**config.mk**
```make
export PLATFORM = sky130hd
export DESIGN_NAME = wcts_div
export DESIGN_NICKNAME = d
export VERILOG_FILES = /design/src/hdl/wcts_div.sv
export SDC_FILE = /design/constraint.sdc
export NUM_CORES = 2
export LEC_CHECK = 0
export BUFFER_PORTS_ARGS = -buffer_cell sky130_fd_sc_hd__buf_2
export CORE_MARGIN = 2
export CORE_UTILIZATION = 60
export CTS_BUF_LIST = sky130_fd_sc_hd__clkbuf_4
export DETAILED_ROUTE_END_ITERATION = 10
export PLACE_DENSITY_LB_ADDON = 0.15
export SLEW_MARGIN = 15
export SYNTH_ARGS = -nofsm -noshare
export SYNTH_HDL_FRONTEND = slang
export SYNTH_SLANG_ARGS = --single-unit
```
**constraint.sdc**
```tcl
create_clock -name clk -period 4 [get_ports clk]
set_clock_uncertainty 0.1 [all_clocks]
set_input_delay 0.8 -clock clk [delete_from_list [all_inputs] [get_ports clk]]
set_output_delay 0.8 -clock clk [all_outputs]
set_load 0.02 [all_outputs]
```
**src/hdl/wcts_div.sv**
```systemverilog
`default_nettype none
// Pipelined restoring divider, one quotient bit per stage.
module wcts_div #(
	parameter int unsigned NW = 32,
	parameter int unsigned DW = 26,
	parameter int unsigned TW = 8
) (
	input  wire logic          clk,
	input  wire logic          en,
	input  wire logic [NW-1:0] num,
	input  wire logic [DW-1:0] den,
	input  wire logic [TW-1:0] tag_in,
	output logic      [NW-1:0] quo,
	output logic      [TW-1:0] tag_out
);
	logic [NW-1:0] q_s [NW+1];
	logic [NW-1:0] n_s [NW+1];
	logic [DW:0]   r_s [NW+1];
	logic [DW-1:0] d_s [NW+1];
	logic [TW-1:0] t_s [NW+1];

	assign q_s[0] = '0;
	assign n_s[0] = num;
	assign r_s[0] = '0;
	assign d_s[0] = den;
	assign t_s[0] = tag_in;

	for (genvar i = 0; i < NW; i++) begin : g_st
		logic [DW+1:0] trial;
		logic [DW:0]   nr;
		always_comb begin
			trial = {r_s[i], n_s[i][NW-1]} - {2'b00, d_s[i]};
			nr    = trial[DW+1] ? {r_s[i][DW-1:0], n_s[i][NW-1]} : trial[DW:0];
		end
		always_ff @(posedge clk) begin
			if (en) begin
				r_s[i+1] <= nr;
				q_s[i+1] <= {q_s[i][NW-2:0], ~trial[DW+1]};
				n_s[i+1] <= {n_s[i][NW-2:0], 1'b0};
				d_s[i+1] <= d_s[i];
				t_s[i+1] <= t_s[i];
			end
		end
	end

	assign quo     = q_s[NW];
	assign tag_out = t_s[NW];
endmodule
`default_nettype wire

```
==> metrics.txt <==
Boundary Pins=108; topmost layer with routed signal wires=met5; overall power=0.131 W; Clock Power Share=18.8%; Die ar.=234,000 um^2; cell at the root of the clock tree=sky130_fd_sc_hd__clkbuf_4; path category of the worst min-delay check=in -> reg; final hold vios=0; number of H-tree levels=6; routed metal-1 wirelength=120,000 um; clk slew on worst S/H paths=60 ps; antenna violations before repair=8; launch point of the worst hold path=num[20]; Switching Share=35.5%; largest net degree at the start of global routing=148; final count of negative-setup-slack endpoints=0; Worst Hold Path EP=n_s[1013]; Period Utilization, post-route=99.5%; number of buffers added on ports=107; cell area after technology mapping=138,000 um^2; crit-path max cell delay=500 ps; crit-path most repeated cell=sky130_fd_sc_hd__buf_4; maximum clock frequency=0.251 GHz; worst setup path class=reg -> reg; total congestion overflow after global routing=0; Detail Route Antenna Nets=0; Post-synth EDFFs=2,923; fraction of registers with async set/reset=0%; worst-case headroom to the max-slew limit=46.3%; Core Region=230,000 um^2; instance area after placement=145,000 um^2; horizontal extent of the die=484 um; Max Fanout on Critical Path=7; share of cells above drive strength 1=19.3%; CTS buffer count=744; endpoint type of the worst setup path=flop; leakage=62.9 nW; post-DR wirelength/cell=19.2 um; Gate Count Post-Synth=10,243; number of iterations in the first detailed-routing pass=7; DRC violation count after routing=0; placement row count=176; Sink Count=2,923; Arr. time, crit path=4980 ps; CTS tree=done; initial core utilization=60.2%; Vert. Die Dim=484 um; Routed Wire Length=286,000 um; cell depth of the worst hold path=2; RSZ-0062 raised after global routing=true; IR Drop Worst-Case VDD=0.659 mV; overall global routing resource usage=23.9%; Post-Layout Inst Area=157,000 um^2; startpoint type of the worst setup path=flop; net count of the finished layout=12,241; cell-internal power=0.0845 W; source of the worst register-to-register timing path=d_s[521]; power density of the placed cells=836 nW/um^2; reg2reg end=r_s[513]; met3 WL=12,000 um; Seq pwr share=36.7%; power spent charging and discharging nets=0.0465 W; worst reg-to-reg setup slack=20 ps; Synth Flop Type=sky130_fd_sc_hd__edfxtp_1; routability cong.=0.913; final slew viol count=0; final HPWL from detailed placement=202,000 um; wire length of the first global-routing pass=446,000 um; DRT iter0 DRCs=5,351; maxcap violations=0; ordered list of cells on the worst path=inv_2 -> ha_4 -> nor2b_4 -> o31a_1 -> nor4_4 -> o211a_1 -> o31ai_4 -> o21a_1 -> a221o_1 -> a2111oi_4 -> xor2_4 -> buf_4 -> clkbuf_16 -> buf_4 -> nand2_1 -> o21ai_0; area overhead of the layout relative to synthesis=13.3%; post-synthesis register bit count=2,923; post-synthesis sequential area ratio=63.5%; worst endpoint required time=5000 ps; number of global-route vias before repair=84,457; vias=84,056; number of different library cells in the post-synthesis netlist=85; worst hold-check slack=173 ps; routed vias/inst=5.63; number of buffers on the longest clock path=4; portion of total power attributed to combinational logic=44.5%; worst-case reg-to-reg path depth=16; Yosys Warn Count=0; run status=finished clean; CP max stage cell=sky130_fd_sc_hd__a2111oi_4; met2 wire length=143,000 um; clock period minus worst slack=3980 ps; later-pin clock latency in the skew report=1400 ps; syn_area_per_cell=13.5 um^2; Slew @ Worst Pin=805 ps
## cell usage in the layout, fill, tap and decap left out, types with 101 or more instances in the layout
master / synthesis / final
sky130_fd_sc_hd__edfxtp_1: 2923 / 2923
sky130_fd_sc_hd__clkbuf_4: 0 / 1041
sky130_fd_sc_hd__inv_1: 991 / 988
sky130_fd_sc_hd__ha_1: 807 / 803
sky130_fd_sc_hd__a21oi_1: 681 / 654
sky130_fd_sc_hd__mux2_2: 507 / 507
sky130_fd_sc_hd__nand2_1: 490 / 490
sky130_fd_sc_hd__o21ai_0: 492 / 475
sky130_fd_sc_hd__xnor2_1: 485 / 470
sky130_fd_sc_hd__nor2_1: 431 / 430
sky130_fd_sc_hd__a21o_1: 377 / 377
sky130_fd_sc_hd__buf_4: 43 / 277
sky130_fd_sc_hd__xor2_1: 220 / 213
sky130_fd_sc_hd__clkinv_1: 0 / 176
sky130_fd_sc_hd__nand3_1: 155 / 155
sky130_fd_sc_hd__dlygate4sd3_1: 0 / 129
sky130_fd_sc_hd__o21a_1: 117 / 117
sky130_fd_sc_hd__nand2b_1: 114 / 114
sky130_fd_sc_hd__nor2b_1: 111 / 110
sky130_fd_sc_hd__nor3_1: 109 / 107
sky130_fd_sc_hd__buf_2: 36 / 106
sky130_fd_sc_hd__o21bai_1: 102 / 101
## power by group through the flow
| stage | sequential [W] | combinational [W] | clock (W) |
|---|---|---|---|
| CTS | 0.0481 | 0.0564 | 0.0256 |
| floorplan | 0.0462 | 0.0411 | 0 |
| global placement | 0.0487 | 0.0540 | 0 |
| detailed placement | 0.0487 | 0.0554 | 0 |
| finish | 0.0481 | 0.0583 | 0.0247 |
| global route | 0.0486 | 0.0639 | 0.0271 |
## cell usage after synthesis, types with 16 or more instances
cell type,number,area share [%]
sky130_fd_sc_hd__edfxtp_1,2923,63
sky130_fd_sc_hd__inv_1,991,2.7
sky130_fd_sc_hd__ha_1,807,7.3
sky130_fd_sc_hd__a21oi_1,681,2.5
sky130_fd_sc_hd__mux2_2,507,4.1
sky130_fd_sc_hd__o21ai_0,492,1.8
sky130_fd_sc_hd__nand2_1,490,1.3
sky130_fd_sc_hd__xnor2_1,485,3.1
sky130_fd_sc_hd__nor2_1,431,1.2
sky130_fd_sc_hd__a21o_1,377,2.0
sky130_fd_sc_hd__xor2_1,220,1.4
sky130_fd_sc_hd__clkbuf_1,165,0.45
sky130_fd_sc_hd__nand3_1,155,0.56
sky130_fd_sc_hd__o21a_1,117,0.64
sky130_fd_sc_hd__nand2b_1,114,0.52
sky130_fd_sc_hd__nor2b_1,111,0.50
sky130_fd_sc_hd__nor3_1,109,0.39
sky130_fd_sc_hd__o21bai_1,102,0.55
sky130_fd_sc_hd__a211oi_1,94,0.51
sky130_fd_sc_hd__nand4_1,81,0.37
sky130_fd_sc_hd__a31oi_1,66,0.30
sky130_fd_sc_hd__and3_1,55,0.25
sky130_fd_sc_hd__buf_4,43,0.23
sky130_fd_sc_hd__buf_2,36,0.13
sky130_fd_sc_hd__o31ai_1,36,0.20
sky130_fd_sc_hd__o211ai_1,35,0.19
sky130_fd_sc_hd__or3_1,32,0.14
sky130_fd_sc_hd__a31o_2,31,0.20
sky130_fd_sc_hd__and2_1,31,0.14
sky130_fd_sc_hd__fa_1,30,0.43
sky130_fd_sc_hd__a41oi_1,25,0.16
sky130_fd_sc_hd__mux2i_1,25,0.18
sky130_fd_sc_hd__a2111oi_0,22,0.14
sky130_fd_sc_hd__a211o_1,22,0.14
sky130_fd_sc_hd__o41ai_1,21,0.13
sky130_fd_sc_hd__or2_2,20,0.090
sky130_fd_sc_hd__a21boi_0,18,0.098
sky130_fd_sc_hd__nand3b_1,17,0.092
sky130_fd_sc_hd__nor4_1,16,0.072
## worst max-delay path by stage
stage,startpoint,endpoint,slack (ps),depth (start not counted)
2_1_floorplan,n_s[543],r_s[431],280,15
3_3_place_gp,n_s[543],r_s[431],-110,16
3_5_place_dp,n_s[543],r_s[431],-210,16
4_1_cts,n_s[799],r_s[645],0.7,16
5_1_grt,d_s[521],r_s[533],-120,13
6_report,d_s[521],r_s[513],20,16
## cell type report
class | count | area [um^2]
flip-flops and latches | 2923 | 87800
fillers | 16430 | 73000
multi-input cells | 6091 | 46700
clock buffers | 1041 | 7820
repair buffers | 584 | 5330
well taps | 3026 | 3790
inverters | 992 | 3720
clock inverters | 249 | 1460
diodes | 13 | 32.5
## worst max-delay path: cells and delay by family (launching register included)
kind | cells | cell delay [ps]
compound gates | 7 | 1810
buf+inv | 4 | 580
simple gates | 3 | 460
flops | 1 | 420
fa+ha+maj | 1 | 210
xor+xnor | 1 | 170
## kinds of logic (layout without fill, tap and decap cells)
family          Yosys count  after routing  synth area share [%]
other cells               1             26               0.00271
buf+inv                1242           2866                  3.52
fa+ha+maj               837            837                  7.73
simple gates           1708           1708                  5.91
flops                  2923           2923                  63.5
compound gates         2288           2288                  10.5
mux                     535            535                  4.33
xor+xnor                709            710                  4.51
## through the flow
stage | utilization (%) | std cells | setup slack [ps] | TNS [ps]
3_5_place_dp | 63.0 | 13439 | -210 | -1870
3_3_place_gp | 63.0 | 13439 | -107 | -115
5_1_grt | 68.2 | 14916 | -122 | -1350
2_1_floorplan | - | 10255 | 276 | 0
6_report | 68.2 | 14919 | 18.1 | 0
4_1_cts | 67.7 | 14867 | 0.719 | 0
## registers in the layout, indices dropped and copies added, names as in the netlist
name,count
quo,32
r_s,837
n_s,496
t_s,248
tag_out,8
d_s,806
q_s,496
## what timing repair did
item                                   4_1_cts  5_1_grt
endpoints found under the hold margin      436        0
pin swaps                                    6       58
gates resized for setup                     28      148
hold buffers                               129        0
cloned                                       2        6
setup endpoints to repair                  131      370
buffers inserted                             7       33
## per-layer routing
metal,vias to the layer above,track usage (%)
met4,4,10.4
met5,-,0
li1,40709,-
met2,2031,41.0
met1,40630,29.9
met3,682,4.00
No activity file was read; power rests on OpenSTA's default activity.
